===== config.mk =====
export PLATFORM = sky130hd
export DESIGN_NAME = segment_lcd_three_wire_frame_tx
export DESIGN_NICKNAME = d
export VERILOG_FILES = /design/src/design/sl3wtx_pkg.sv /design/src/design/sl3wtx_front.sv /design/src/design/sl3wtx_queue.sv /design/src/design/sl3wtx_back.sv /design/src/design/segment_lcd_three_wire_frame_tx.sv
export SDC_FILE = /design/constraint.sdc
export NUM_CORES = 1
export LEC_CHECK = 0
export BUFFER_PORTS_ARGS = -buffer_cell sky130_fd_sc_hd__buf_4
export CAP_MARGIN = 20
export CORE_ASPECT_RATIO = 0.7
export CORE_MARGIN = 10
export CORE_UTILIZATION = 47
export DETAILED_ROUTE_END_ITERATION = 6
export PLACE_DENSITY = 0.72
export SLEW_MARGIN = 20
export SYNTH_ARGS = -nofsm -noshare
export SYNTH_HDL_FRONTEND = slang
export SYNTH_SLANG_ARGS = --single-unit
export TNS_END_PERCENT = 5

===== constraint.sdc =====
create_clock -name clock -period 5.1 [get_ports clock]
set_clock_uncertainty 0.15 [all_clocks]
set_input_delay 0 -clock clock [delete_from_list [all_inputs] [get_ports clock]]
set_output_delay 0 -clock clock [all_outputs]
set_load 0.005 [all_outputs]

===== src/design/sl3wtx_pkg.sv =====
// Types and constants of the three-wire LCD frame transmitter.
// No dependencies; used by every module of the block.
package sl3wtx_pkg;

   localparam int CNT_W         = 4;   // widest phase is the 12-bit command body
   localparam int ADDR_MAX_BITS = 8;   // widest address the bus can carry
   localparam int QUEUE_DEPTH   = 4;

   localparam logic [2:0] ID_COMMAND = 3'b100;
   localparam logic [2:0] ID_WRITE   = 3'b101;
   localparam logic [2:0] ID_READ    = 3'b110;

   typedef enum logic [1:0] {
      FN_CMD    = 2'd0,
      FN_WRITE  = 2'd1,
      FN_READ   = 2'd2,
      FN_SAMPLE = 2'd3
   } func_type;

   typedef enum logic [1:0] {
      FR_NONE      = 2'd0,
      FR_WRITE     = 2'd1,
      FR_READ_IDLE = 2'd2,
      FR_READ_WAIT = 2'd3
   } frame_type;

   typedef enum logic [1:0] {
      JOB_CMD    = 2'd0,
      JOB_WRITE  = 2'd1,
      JOB_READ   = 2'd2,
      JOB_NIBBLE = 2'd3
   } job_kind_type;

   typedef enum logic [1:0] {
      KIND_WRITE   = 2'd0,
      KIND_READ    = 2'd1,
      KIND_RELEASE = 2'd2,
      KIND_NIBBLE  = 2'd3
   } kind_type;

   typedef enum logic [2:0] {
      PH_IDLE = 3'd0,
      PH_PRE  = 3'd1,
      PH_ID   = 3'd2,
      PH_ADDR = 3'd3,
      PH_BODY = 3'd4,
      PH_POST = 3'd5
   } phase_type;

   // one classified item, handed from front to back
   typedef struct packed {
      logic         pre_rel;   // release the open frame first
      logic         hdr;       // send id and address
      logic         post_rel;  // release chip select at the end
      job_kind_type kind;
      logic [5:0]   addr;
      logic [7:0]   data;      // command, byte, or nibble in the low bits
      logic         both;
   } job_type;

endpackage


===== src/design/sl3wtx_front.sv =====
// Front end: accepts items, tracks the open frame and the read samples, emits jobs.
// Depends on sl3wtx_pkg.
module sl3wtx_front (
   input  logic                 clock,
   input  logic                 reset,
   input  logic                 accept,
   input  logic [1:0]           func,
   input  logic [7:0]           command_code,
   input  logic [5:0]           ram_address,
   input  logic [7:0]           data_byte,
   input  logic                 both_halves,
   input  logic                 sample_bit,
   input  logic                 last_item,
   output logic                 push,
   output sl3wtx_pkg::job_type  job
);

   sl3wtx_pkg::frame_type open_ff, open_in;
   logic [3:0]            shift_ff, shift_in;
   logic [1:0]            count_ff, count_in;
   logic [3:0]            shift_next;
   logic                  is_open;

   assign is_open    = (open_ff != sl3wtx_pkg::FR_NONE);
   assign shift_next = shift_ff | (4'(sample_bit) << count_ff);

   always_comb begin
      open_in      = open_ff;
      shift_in     = shift_ff;
      count_in     = count_ff;
      push         = 1'b0;
      job.pre_rel  = 1'b0;
      job.hdr      = 1'b0;
      job.post_rel = 1'b0;
      job.kind     = sl3wtx_pkg::JOB_CMD;
      job.addr     = ram_address;
      job.data     = data_byte;
      job.both     = both_halves;
      if (accept) begin
         case (sl3wtx_pkg::func_type'(func))
            sl3wtx_pkg::FN_CMD: begin
               push         = 1'b1;
               job.pre_rel  = is_open;
               job.post_rel = 1'b1;
               job.data     = command_code;
               open_in      = sl3wtx_pkg::FR_NONE;
            end
            sl3wtx_pkg::FN_WRITE: begin
               push         = 1'b1;
               job.kind     = sl3wtx_pkg::JOB_WRITE;
               job.hdr      = (open_ff != sl3wtx_pkg::FR_WRITE);
               job.pre_rel  = is_open && (open_ff != sl3wtx_pkg::FR_WRITE);
               job.post_rel = last_item;
               open_in      = last_item ? sl3wtx_pkg::FR_NONE : sl3wtx_pkg::FR_WRITE;
            end
            sl3wtx_pkg::FN_READ: begin
               push        = 1'b1;
               job.kind    = sl3wtx_pkg::JOB_READ;
               job.hdr     = (open_ff != sl3wtx_pkg::FR_READ_IDLE) &&
                             (open_ff != sl3wtx_pkg::FR_READ_WAIT);
               job.pre_rel = (open_ff == sl3wtx_pkg::FR_WRITE);
               open_in     = sl3wtx_pkg::FR_READ_WAIT;
               shift_in    = 4'd0;
               count_in    = 2'd0;
            end
            sl3wtx_pkg::FN_SAMPLE: begin
               // samples outside a pending read are dropped
               if (open_ff == sl3wtx_pkg::FR_READ_WAIT) begin
                  if (count_ff == 2'd3) begin
                     push         = 1'b1;
                     job.kind     = sl3wtx_pkg::JOB_NIBBLE;
                     job.data     = {4'd0, shift_next};
                     job.post_rel = last_item;
                     open_in      = last_item ? sl3wtx_pkg::FR_NONE
                                              : sl3wtx_pkg::FR_READ_IDLE;
                     shift_in     = 4'd0;
                     count_in     = 2'd0;
                  end else begin
                     shift_in = shift_next;
                     count_in = count_ff + 2'd1;
                  end
               end
            end
            default: begin
               push = 1'b0;
            end
         endcase
      end
   end

   always_ff @(posedge clock) begin
      if (reset) begin
         open_ff  <= sl3wtx_pkg::FR_NONE;
         shift_ff <= 4'd0;
         count_ff <= 2'd0;
      end else begin
         open_ff  <= open_in;
         shift_ff <= shift_in;
         count_ff <= count_in;
      end
   end

endmodule


===== src/design/sl3wtx_queue.sv =====
// Short job queue between front and back end.
// Depends on sl3wtx_pkg.
module sl3wtx_queue (
   input  logic                 clock,
   input  logic                 reset,
   input  logic                 push,
   input  sl3wtx_pkg::job_type  push_job,
   input  logic                 pop,
   output sl3wtx_pkg::job_type  head_job,
   output logic                 empty,
   output logic                 full
);

   localparam int PTR_W = $clog2(sl3wtx_pkg::QUEUE_DEPTH);
   localparam int CNT_W = $clog2(sl3wtx_pkg::QUEUE_DEPTH + 1);

   sl3wtx_pkg::job_type mem_ff [sl3wtx_pkg::QUEUE_DEPTH];
   logic [PTR_W-1:0]    wr_ptr_ff, wr_ptr_in;
   logic [PTR_W-1:0]    rd_ptr_ff, rd_ptr_in;
   logic [CNT_W-1:0]    count_ff, count_in;
   logic                do_push, do_pop;

   assign empty    = (count_ff == CNT_W'(0));
   assign full     = (count_ff == CNT_W'(sl3wtx_pkg::QUEUE_DEPTH));
   assign do_push  = push && !full;
   assign do_pop   = pop && !empty;
   assign head_job = mem_ff[rd_ptr_ff];

   always_comb begin
      wr_ptr_in = do_push ? wr_ptr_ff + PTR_W'(1) : wr_ptr_ff;
      rd_ptr_in = do_pop  ? rd_ptr_ff + PTR_W'(1) : rd_ptr_ff;
      count_in  = count_ff;
      if (do_push && !do_pop) begin
         count_in = count_ff + CNT_W'(1);
      end else if (do_pop && !do_push) begin
         count_in = count_ff - CNT_W'(1);
      end
   end

   always_ff @(posedge clock) begin
      if (do_push) begin
         mem_ff[wr_ptr_ff] <= push_job;
      end
   end

   always_ff @(posedge clock) begin
      if (reset) begin
         wr_ptr_ff <= '0;
         rd_ptr_ff <= '0;
         count_ff  <= '0;
      end else begin
         wr_ptr_ff <= wr_ptr_in;
         rd_ptr_ff <= rd_ptr_in;
         count_ff  <= count_in;
      end
   end

endmodule


===== src/design/sl3wtx_back.sv =====
// Back end: expands each job into registered pin actions, one per cycle unless stalled.
// Depends on sl3wtx_pkg.
module sl3wtx_back #(
   parameter int ADDRESS_BITS = 6
) (
   input  logic                 clock,
   input  logic                 reset,
   input  sl3wtx_pkg::job_type  head_job,
   input  logic                 empty,
   output logic                 pop,
   output logic                 rsp_valid,
   input  logic                 rsp_ready,
   output logic [1:0]           rsp_kind,
   output logic                 rsp_bit,
   output logic [3:0]           rsp_nibble,
   output logic                 rsp_last
);

   localparam int CW = sl3wtx_pkg::CNT_W;

   sl3wtx_pkg::phase_type state_ff, state_in, follow;
   sl3wtx_pkg::job_type   job_ff, job_in;
   logic [CW-1:0]         cnt_ff, cnt_in, len, idx;
   logic                  valid_ff, valid_in;
   logic [1:0]            kind_ff, kind_in;
   logic                  bit_ff, bit_in;
   logic [3:0]            nib_ff, nib_in;
   logic                  last_ff, last_in;
   logic                  fire, phase_end, done;
   logic [2:0]            id_code;
   logic [11:0]           cmd_word;
   logic [sl3wtx_pkg::ADDR_MAX_BITS-1:0] addr_ext;

   function automatic sl3wtx_pkg::phase_type after_pre(input sl3wtx_pkg::job_type j);
      after_pre = j.hdr ? sl3wtx_pkg::PH_ID : sl3wtx_pkg::PH_BODY;
   endfunction

   function automatic sl3wtx_pkg::phase_type first_phase(input sl3wtx_pkg::job_type j);
      first_phase = j.pre_rel ? sl3wtx_pkg::PH_PRE : after_pre(j);
   endfunction

   assign fire      = (state_ff != sl3wtx_pkg::PH_IDLE) && (!valid_ff || rsp_ready);
   assign phase_end = (cnt_ff == len - CW'(1));
   assign done      = phase_end && (follow == sl3wtx_pkg::PH_IDLE);
   assign pop       = !empty && ((state_ff == sl3wtx_pkg::PH_IDLE) || (fire && done));
   assign id_code   = (job_ff.kind == sl3wtx_pkg::JOB_READ) ? sl3wtx_pkg::ID_READ
                                                            : sl3wtx_pkg::ID_WRITE;
   assign cmd_word  = {sl3wtx_pkg::ID_COMMAND, 1'b0, job_ff.data};
   assign addr_ext  = sl3wtx_pkg::ADDR_MAX_BITS'(job_ff.addr);
   assign idx       = len - CW'(1) - cnt_ff;   // MSB-first bit position

   // phase length and successor
   always_comb begin
      len    = CW'(1);
      follow = sl3wtx_pkg::PH_IDLE;
      case (state_ff)
         sl3wtx_pkg::PH_PRE: begin
            follow = after_pre(job_ff);
         end
         sl3wtx_pkg::PH_ID: begin
            len    = CW'(3);
            follow = sl3wtx_pkg::PH_ADDR;
         end
         sl3wtx_pkg::PH_ADDR: begin
            len    = CW'(ADDRESS_BITS);
            follow = sl3wtx_pkg::PH_BODY;
         end
         sl3wtx_pkg::PH_BODY: begin
            case (job_ff.kind)
               sl3wtx_pkg::JOB_CMD:    len = CW'(12);
               sl3wtx_pkg::JOB_WRITE:  len = job_ff.both ? CW'(8) : CW'(4);
               sl3wtx_pkg::JOB_READ:   len = CW'(4);
               default:                len = CW'(1);
            endcase
            follow = job_ff.post_rel ? sl3wtx_pkg::PH_POST : sl3wtx_pkg::PH_IDLE;
         end
         default: begin
            follow = sl3wtx_pkg::PH_IDLE;
         end
      endcase
   end

   // next state
   always_comb begin
      state_in = state_ff;
      job_in   = job_ff;
      cnt_in   = cnt_ff;
      if (pop) begin
         state_in = first_phase(head_job);
         job_in   = head_job;
         cnt_in   = '0;
      end else if (fire) begin
         state_in = phase_end ? follow : state_ff;
         cnt_in   = phase_end ? '0 : cnt_ff + CW'(1);
      end
   end

   // pin action of the current step
   always_comb begin
      valid_in = valid_ff && !rsp_ready;
      kind_in  = kind_ff;
      bit_in   = bit_ff;
      nib_in   = nib_ff;
      last_in  = last_ff;
      if (fire) begin
         valid_in = 1'b1;
         kind_in  = sl3wtx_pkg::KIND_WRITE;
         bit_in   = 1'b0;
         nib_in   = 4'd0;
         last_in  = done;
         case (state_ff)
            sl3wtx_pkg::PH_PRE, sl3wtx_pkg::PH_POST: begin
               kind_in = sl3wtx_pkg::KIND_RELEASE;
            end
            sl3wtx_pkg::PH_ID: begin
               bit_in = id_code[idx[1:0]];
            end
            sl3wtx_pkg::PH_ADDR: begin
               bit_in = addr_ext[idx[$clog2(sl3wtx_pkg::ADDR_MAX_BITS)-1:0]];
            end
            sl3wtx_pkg::PH_BODY: begin
               case (job_ff.kind)
                  sl3wtx_pkg::JOB_CMD:   bit_in = cmd_word[idx];
                  sl3wtx_pkg::JOB_WRITE: bit_in = job_ff.data[cnt_ff[2:0]];
                  sl3wtx_pkg::JOB_READ:  kind_in = sl3wtx_pkg::KIND_READ;
                  default: begin
                     kind_in = sl3wtx_pkg::KIND_NIBBLE;
                     nib_in  = job_ff.data[3:0];
                  end
               endcase
            end
            default: begin
               valid_in = 1'b0;
            end
         endcase
      end
   end

   always_ff @(posedge clock) begin
      if (reset) begin
         state_ff <= sl3wtx_pkg::PH_IDLE;
         cnt_ff   <= '0;
         valid_ff <= 1'b0;
      end else begin
         state_ff <= state_in;
         cnt_ff   <= cnt_in;
         valid_ff <= valid_in;
      end
   end

   always_ff @(posedge clock) begin
      job_ff  <= job_in;
      kind_ff <= kind_in;
      bit_ff  <= bit_in;
      nib_ff  <= nib_in;
      last_ff <= last_in;
   end

   assign rsp_valid  = valid_ff;
   assign rsp_kind   = kind_ff;
   assign rsp_bit    = bit_ff;
   assign rsp_nibble = nib_ff;
   assign rsp_last   = last_ff;

endmodule


===== src/design/segment_lcd_three_wire_frame_tx.sv =====
// Three-wire segment-LCD bus frame transmitter. Each input item (command, byte write,
// read-nibble request or returned read sample) becomes a run of pin actions on the
// result stream: write strobes carrying a data bit, read strobes, chip-select
// releases and assembled read nibbles; tlast marks the final action of an item.
// Frames of the same kind are continued without resending id and address; a frame
// of another kind, or a command, first releases the open one. The result stream
// carries one pin action per cycle while the sink is ready, from the back-end
// sequencer's output register; an item causes 1 to 13 + ADDRESS_BITS actions (19 at
// the default). A four-entry job queue lets the front end keep accepting while
// actions drain; a sample that completes no nibble is taken with no result.
// Depends on sl3wtx_pkg, sl3wtx_front, sl3wtx_queue and sl3wtx_back.
module segment_lcd_three_wire_frame_tx #(
   parameter int ADDRESS_BITS = 6   // 4 to 8
) (
   input  logic        clock,
   input  logic        reset,
   input  logic        req_tvalid,
   output logic        req_tready,
   // command_code[7:0], ram_address[13:8], data_byte[21:14],
   // both_halves[22], sample_bit[23]
   input  logic [23:0] req_tdata,
   input  logic [1:0]  req_tuser,   // func
   input  logic        req_tlast,   // last_item
   output logic        rsp_tvalid,
   input  logic        rsp_tready,
   output logic [7:0]  rsp_tdata,   // data_bit[0], read_nibble[4:1], zero[7:5]
   output logic [1:0]  rsp_tuser,   // kind
   output logic        rsp_tlast    // last
);

   sl3wtx_pkg::job_type push_job, head_job;
   logic                push, pop, empty, full;
   logic                rsp_bit;
   logic [3:0]          rsp_nibble;

   // front stalls only on a full queue
   assign req_tready = !full;

   sl3wtx_front u_front (
      .clock        (clock),
      .reset        (reset),
      .accept       (req_tvalid && req_tready),
      .func         (req_tuser),
      .command_code (req_tdata[7:0]),
      .ram_address  (req_tdata[13:8]),
      .data_byte    (req_tdata[21:14]),
      .both_halves  (req_tdata[22]),
      .sample_bit   (req_tdata[23]),
      .last_item    (req_tlast),
      .push         (push),
      .job          (push_job)
   );

   sl3wtx_queue u_queue (
      .clock    (clock),
      .reset    (reset),
      .push     (push),
      .push_job (push_job),
      .pop      (pop),
      .head_job (head_job),
      .empty    (empty),
      .full     (full)
   );

   sl3wtx_back #(
      .ADDRESS_BITS (ADDRESS_BITS)
   ) u_back (
      .clock      (clock),
      .reset      (reset),
      .head_job   (head_job),
      .empty      (empty),
      .pop        (pop),
      .rsp_valid  (rsp_tvalid),
      .rsp_ready  (rsp_tready),
      .rsp_kind   (rsp_tuser),
      .rsp_bit    (rsp_bit),
      .rsp_nibble (rsp_nibble),
      .rsp_last   (rsp_tlast)
   );

   assign rsp_tdata = {3'd0, rsp_nibble, rsp_bit};

endmodule


After elaboration in Yosys (flattened, before gate mapping)

Memory sizes are Yosys's and may differ from the RTL's. A register that Yosys moved wholly into a read port is not among the register bits.
Cells that the tools add are included.

Register bits: 50
Memories: 1
Memory bits (read-only): 0
Bits of input ports: 31
Memory bits (writable): 80
Bits in latches: 0

Div/mod/pow operators: 0
Reduce and logical (&&, ||, !) cells: 40
Eq/ne operators: 20
Bitwise operators: 2
Shift operators: 1
Multiplexer cells: 59
Multiply operators: 0
$lt $le $gt $ge: 4
$add $sub $neg: 8

Memories:

| memory         | words | width | read ports | clocked after memory_dff | wr ports | RTL line           | text |
|---|---|---|---|---|---|---|---|
| u_queue.mem_ff | 4     | 20    | 1          | 1                        | 1        | sl3wtx_queue.sv:17 | `sl3wtx_pkg::job_type mem_ff [sl3wtx_pkg::QUEUE_DEPTH];` |

Operators with widths:

| kind                | count |
|---|---|
| $mux 3              | 11 |
| $mux 8              | 3 |
| $pmux 4 s3          | 2 |
| $mux 2              | 8 |
| $mux 4              | 4 |
| $pmux 8 s2          | 1 |
| $logic_and 1x1->1   | 12 |
| $mux 1              | 12 |
| $pmux 2 s2          | 3 |
| $pmux 3 s4          | 1 |
| $eq 2x2->1 const B  | 5 |
| $reduce_bool 2->1   | 5 |
| $eq 3x3->1 const B  | 3 |
| $logic_not 3->1     | 3 |
| $pmux 1 s3          | 3 |
| $lt 3x4->1 const B  | 2 |
| $pmux 2 s4          | 1 |
| $pmux 4 s2          | 1 |
| $add 2x1->2 const B | 3 |
| $bmux 1 s3          | 2 |
| $eq 2x1->1 const B  | 3 |
| $eq 3x2->1 const B  | 2 |
| $logic_not 1->1     | 6 |
| $ne 2x1->1 const B  | 3 |
| 27 further kinds    | 35 |

Longest topological paths before layout

Depth in word-level cells: 13
Depth in mapped cells: 18
Depth with buffers taken out: 16

Hierarchy

From an unflattened synthesis, not the netlist that was laid out.

Cell total of the unflattened synthesis: 411
Area total of the unflattened synthesis: 6017.0 um^2

Modules (own cells, without submodules):

| module                          | instances | area an instance (um^2) | cells an instance | sequential area each (um^2) |
|---|---|---|---|---|
| sl3wtx_queue                    | 1         | 3355.7                  | 152               | 2582.5 |
| sl3wtx_back                     | 1         | 1815.5                  | 151               | 970.9 |
| sl3wtx_front                    | 1         | 802.0                   | 101               | 160.2 |
| segment_lcd_three_wire_frame_tx | 1         | 43.8                    | 7                 | 0.0 |

Worst setup path after synthesis

No wires, ideal clock.

Path kind: reg-to-reg
From: reg u_back.job_ff[15] (netlist name)
To: reg u_queue.count_ff[2]
Buffers on the path: 2
Period minus slack after synthesis: 4.106 ns
Arrival time: 3.886 ns
Setup slack: 0.994 ns
Required time: 4.879 ns
Cell stages (with the launch flop): 16
Cells stage by stage: edfxtp_1 -> ha_1 -> or4b_4 -> and2_2 -> ha_1 -> clkbuf_1 -> and3_1 -> and4_4 -> o21a_1 -> buf_6 -> inv_1 -> ha_1 -> fa_1 -> xnor2_1 -> or3_1 -> a21oi_1

Cells in the longest elaborated chain, start to end: 13

Ends and longest elaborated chain:

| item                                               | RTL line                              | text |
|---|---|---|
| from (decl)                                        | sl3wtx_back.sv:22                     | `sl3wtx_pkg::job_type job_ff, job_in;` |
| from (signal assigned)                             | sl3wtx_back.sv:152                    | `job_ff <= job_in;` |
| $eq 2x2->1 (tied with other cells)                 | sl3wtx_back.sv:69                     | `case (job_ff.kind)` |
| $pmux 4 s3 *                                       | sl3wtx_back.sv:69                     |  |
| $pmux 4 s3 *                                       | sl3wtx_back.sv:56                     | `case (state_ff)` |
| $sub 4x1->4 *                                      | sl3wtx_back.sv:43                     | `assign phase_end = (cnt_ff == len - CW'(1));` |
| $eq 4x4->1 *                                       | sl3wtx_back.sv:43                     |  |
| $logic_and 1x1->1 *                                | sl3wtx_back.sv:44                     | `assign done = phase_end && (follow == sl3wtx_pkg::PH_IDLE);` |
| $logic_and 1x1->1 *                                | sl3wtx_back.sv:45                     | `assign pop = !empty && ((state_ff == sl3wtx_pkg::PH_IDLE) \|\| (fire && done));` |
| $logic_or 1x1->1 *                                 | sl3wtx_back.sv:45                     |  |
| $logic_and 1x1->1 *                                | sl3wtx_back.sv:45                     |  |
| named net pop                                      | segment_lcd_three_wire_frame_tx.sv:32 | `logic push, pop, empty, full;` |
| $logic_and 1x1->1 *                                | sl3wtx_queue.sv:26                    | `assign do_pop = pop && !empty;` |
| $logic_not 1->1                                    | sl3wtx_queue.sv:33                    | `if (do_push && !do_pop) begin` |
| $logic_and 1x1->1                                  | sl3wtx_queue.sv:33                    |  |
| $mux 3 / $reduce_bool 2->1 (equally long branches) | n/a                                   |  |
| to (signal assigned)                               | sl3wtx_queue.sv:54                    | `count_ff <= count_in;` |
| to (decl)                                          | sl3wtx_queue.sv:20                    | `logic [CNT_W-1:0] count_ff, count_in;` |

Mark *: on every way through the listed nets, which the timed path passes. The rest lies on a longest branch.
A chain may end at the register's enable or synchronous reset.

Worst setup path in the final report

From: reg u_back.job_ff[15] (netlist name)
To: reg u_queue.count_ff[2]

Cells in the longest elaborated chain, start to end: 13

Ends and longest elaborated chain:

| item                                               | RTL line |
|---|---|
| $eq 2x2->1 (tied with other cells)                 | sl3wtx_back.sv:69 |
| $pmux 4 s3 *                                       | sl3wtx_back.sv:69 |
| $pmux 4 s3 *                                       | sl3wtx_back.sv:56 |
| $sub 4x1->4 *                                      | sl3wtx_back.sv:43 |
| $eq 4x4->1 *                                       | sl3wtx_back.sv:43 |
| $logic_and 1x1->1 *                                | sl3wtx_back.sv:44 |
| $logic_and 1x1->1 *                                | sl3wtx_back.sv:45 |
| $logic_or 1x1->1 *                                 | sl3wtx_back.sv:45 |
| $logic_and 1x1->1 *                                | sl3wtx_back.sv:45 |
| $logic_and 1x1->1 *                                | sl3wtx_queue.sv:26 |
| $logic_not 1->1                                    | sl3wtx_queue.sv:33 |
| $logic_and 1x1->1                                  | sl3wtx_queue.sv:33 |
| $mux 3 / $reduce_bool 2->1 (equally long branches) | n/a |

Mark *: on every way between the ends. The rest lies on a longest branch, timed or not.

==> impl_metrics.csv <==
group,metric,value,unit
floorplan,die_h,114,µm
detailed_routing,dr.pass1.iters,5,
yosys,synth_top_area_cell,"edfxtp_1",
setup_path,worstPathMaxFanout,4,
setup_path,r2r_slack,0.92,ns
timing,final-hold-violation-count,0,
clock_network,cts_made_buffers,17,
place,gp_congestion,0.851,
timing,relSlewSlack,24.2,%
timing,tightest_slew,1.14,ns
yosys,synth_ff_type,"edfxtp_1",
yosys,synth.yosys.warnings,0,
floorplan,core_region_area,12300,µm²
setup_path,timing.rr.end,"u_queue.count_ff[2]",
setup_path,startpoint_type,"flop",
timing,fin_tns_setup,0,ns
min_path,worstHoldPathCells,4,
clock_network,cts_tree,"built",
cells_and_area,finish.net_count,542,
cells_and_area,mostFrequentLayoutCells,"edfxtp_1 (107), buf_4 (43), nor2_1 (33), dlygate4sd3_1 (33), dfxtp_1 (25)",
yosys,yosysSeqAreaShare,63.1,%
pwr,power_leakage,2.63,nW
setup_path,path_cells,"ha_1, or4b_4, and2_2, inv_1, ha_1, xor2_1, ha_1, and3_1, and4_4, o21a_1, inv_1, ha_1, fa_1, xnor2_1, or3_1, a21oi_1",
flow_run,cap_violations,0,
cells_and_area,area_growth,22.8,%
cells_and_area,fillers,950,
clock_network,clockRootBuffer,"clkbuf_16",
clock_network,h-tree-depth,4,
pwr,power.density,544,nW/µm²
cells_and_area,final_common_cell,"edfxtp_1",
timing,fin_crit,4.18,ns
yosys,yosysTopAreaCellShare,54.6,%
floorplan,start_util,47.7,%
timing,setup_viol,0,
timing,drv_slew,0,
detailed_routing,drc_errors,0,
detailed_routing,num_vias,3647,
setup_path,slowest_stage,"or4b_4",
setup_path,critical_path_cell_count,16,
yosys,avgSynthCellArea,14.4,µm²
clock_network,cts.clk_slew.worst_paths,0.06,ns
yosys,synth_cell_types,53,
detailed_routing,wl_per_cell,18.1,µm
global_routing,grtUsageTotal,14.2,%
yosys,synth_edf_count,107,
global_routing,grt_pass1_wl,19.7,mm
detailed_routing,drtIter0Drc,286,
run_status,status,"complete, no violations",
setup_path,cpMostUsedCell,"ha_1",
pwr,irDropWorstVdd,0.270,mV
detailed_routing,drt-total-wl,12.1,mm
setup_path,cp.required,5.29,ns
detailed_routing,final_antenna_net_count,0,
setup_path,worst_setup_path_end_kind,"flop",
setup_path,slowest_delay,0.53,ns
min_path,hold_end,"u_front.count_ff[1]",
global_routing,grt_pass1_vias,3793,
cells_and_area,drive_gt1_share,21.5,%
timing,clock.fmax,239,MHz
yosys,async_flop_share,0,%
cells_and_area,diodes,0,
setup_path,crit_buf_inv,2,
floorplan,rows,34,
place,portBuffers,40,
pwr,total_power,3.94,mW
place,dp_hpwl,7.94,mm
floorplan,die_w,154,µm
yosys,syn-cell-area,5890,µm²
clock_network,cts.path.max_buffers,2,
yosys,synthTopCellsByArea,"edfxtp_1 (55%), mux4_2 (9.2%), dfxtp_1 (8.5%), ha_1 (4.0%), nor2_1 (2.1%)",
global_routing,grt_overflow,0,
setup_path,critPathKind,"reg -> reg",
setup_path,r2r_start,"u_back.job_ff[15]",
clock_network,ctsResizeCount,0,
clock_network,post_cts_buffers,0,
setup_path,reg2reg_depth,16,
timing,layout_worst_path_cycle_share,81.9,%
global_routing,antenna_found_initial,0,
detailed_routing,vias_per_cell,5.48,
timing,rsz0062_at_grt,"false",
setup_path,critPathArrivalTime,4.37,ns
clock_network,cts.sinks,132,
floorplan,io_pins,44,
min_path,min_from,"req_tvalid",
clock_network,insertion_delay,0.42,ns
min_path,hold_class,"in -> reg",
global_routing,grt_start_max_net_pins,27,
yosys,netlist_instances,410,
setup_path,critical_path.top_delay_family,"simple AND/OR/NAND/NOR gates",
floorplan,die-area,17500,µm²
yosys,synth.ff_latch_count,132,
## synthesized netlist by cell type, types with 2 or more instances
master / count
mux4_2: 24
nor3b_1: 2
o21ai_0: 16
nor2_1: 33
ha_1: 19
edfxtp_1: 107
and2_1: 10
a41oi_1: 2
and3_1: 4
or3_1: 3
nor3_1: 6
a21oi_1: 17
clkbuf_1: 11
inv_1: 22
a32o_1: 4
nand2_1: 20
nor2b_1: 5
a31oi_1: 4
a22o_1: 4
xor2_1: 3
fa_1: 2
mux2i_1: 6
a21o_1: 2
nand3b_1: 2
buf_4: 4
a211oi_1: 7
o21a_1: 3
xnor2_1: 5
nand2b_1: 5
o22a_1: 2
dfxtp_1: 25
o31ai_1: 2
buf_6: 2
nand3_1: 8
## report_power, final
part / internal (mW) / switching [mW] / leakage (nW) / total (mW)
sequential: 1.44 / 0.141 / 1.20 / 1.58
clock: 0.675 / 0.463 / 0.267 / 1.14
combinational: 0.567 / 0.647 / 1.17 / 1.21
## metal layers
metal / GRT usage (%) / part of all wire, %
met2: 22.2 / 45
met3: 5.15 / 5.6
met5: 0 / 0
met1: 18.5 / 48
met4: 3.39 / 0.72
## worst reg2reg max path: stages (launching register included)
cell	delay (ns)
edfxtp_1	0.43
ha_1	0.27
or4b_4	0.53
and2_2	0.21
inv_1	0.06
ha_1	0.15
xor2_1	0.08
ha_1	0.35
and3_1	0.23
and4_4	0.25
o21a_1	0.14
inv_1	0.07
ha_1	0.21
fa_1	0.39
xnor2_1	0.14
or3_1	0.31
a21oi_1	0.15
## layout make-up
class	count	area (µm²)	share of cell area, %
clock buffer	18	429	5.93
inverter	22	82.6	1.14
tap	162	203	2.80
sequential	132	3710	51.3
clock inverter	14	128	1.76
multi-input combinational	239	2000	27.6
timing repair buffer	78	679	9.39
## sequential cells by signal, indices dropped and copies added (netlist names), named ones only
name,count
u_back.cmd_word,8
u_back.addr_ext,6
u_back.state_ff,3
u_queue.mem_ff,80
u_back.rsp_valid,1
u_back.rsp_bit,1
u_front.shift_ff,4
u_queue.wr_ptr_ff,2
u_back.rsp_nibble,4
u_back.rsp_kind,2
u_back.job_ff,5
u_queue.rd_ptr_ff,2
u_back.cnt_ff,4
u_queue.count_ff,3
u_back.rsp_last,1
u_front.open_ff,2
u_front.count_ff,2
## logic make-up (layout without fill, tap and decap cells)
logic type | after synthesis | count (layout) | synth area share, %
other | 1 | 3 | 0.0637
DFF | 132 | 132 | 63.1
and+or+nand+nor | 105 | 105 | 9.05
adders and majority gates | 21 | 21 | 4.72
AOI/OAI and AO/OA | 71 | 71 | 8.39
buffers and inverters | 41 | 132 | 3.14
xor gates and xnor gates | 8 | 8 | 1.19
muxes | 31 | 31 | 10.4
## per-stage QoR
stage	instances	cell area (µm²)	hold WS, ns	worst slack (ns)	util, %
5_1_grt	665	7230	0.0938	0.718	58.6
3_5_place_dp	598	6320	0.0549	0.953	51.2
6_report	665	7230	0.0860	0.921	58.6
4_1_cts	663	7210	0.0700	0.927	58.4
2_1_floorplan	412	5900	-0.0511	0.994	-
3_3_place_gp	598	6320	0.0490	1.12	51.2
## worst max-delay path by stage
stage | startpoint | end | slack (ns)
6_report | u_back.job_ff[15] | u_queue.count_ff[2] | 0.92
3_5_place_dp | u_back.job_ff[15] | u_queue.count_ff[2] | 0.95
5_1_grt | u_back.job_ff[15] | u_queue.count_ff[2] | 0.72
4_1_cts | u_back.job_ff[15] | u_queue.count_ff[2] | 0.93
3_3_place_gp | u_back.job_ff[15] | u_queue.count_ff[2] | 1.12
2_1_floorplan | u_back.job_ff[15] | u_queue.count_ff[2] | 0.99
## what timing repair did
item | CTS | global route
endpoints found under the hold margin | 97 | 0
endpoints found under the setup margin | 0 | 0
hold buffers | 33 | 0
(Power assumes the default switching activity.)
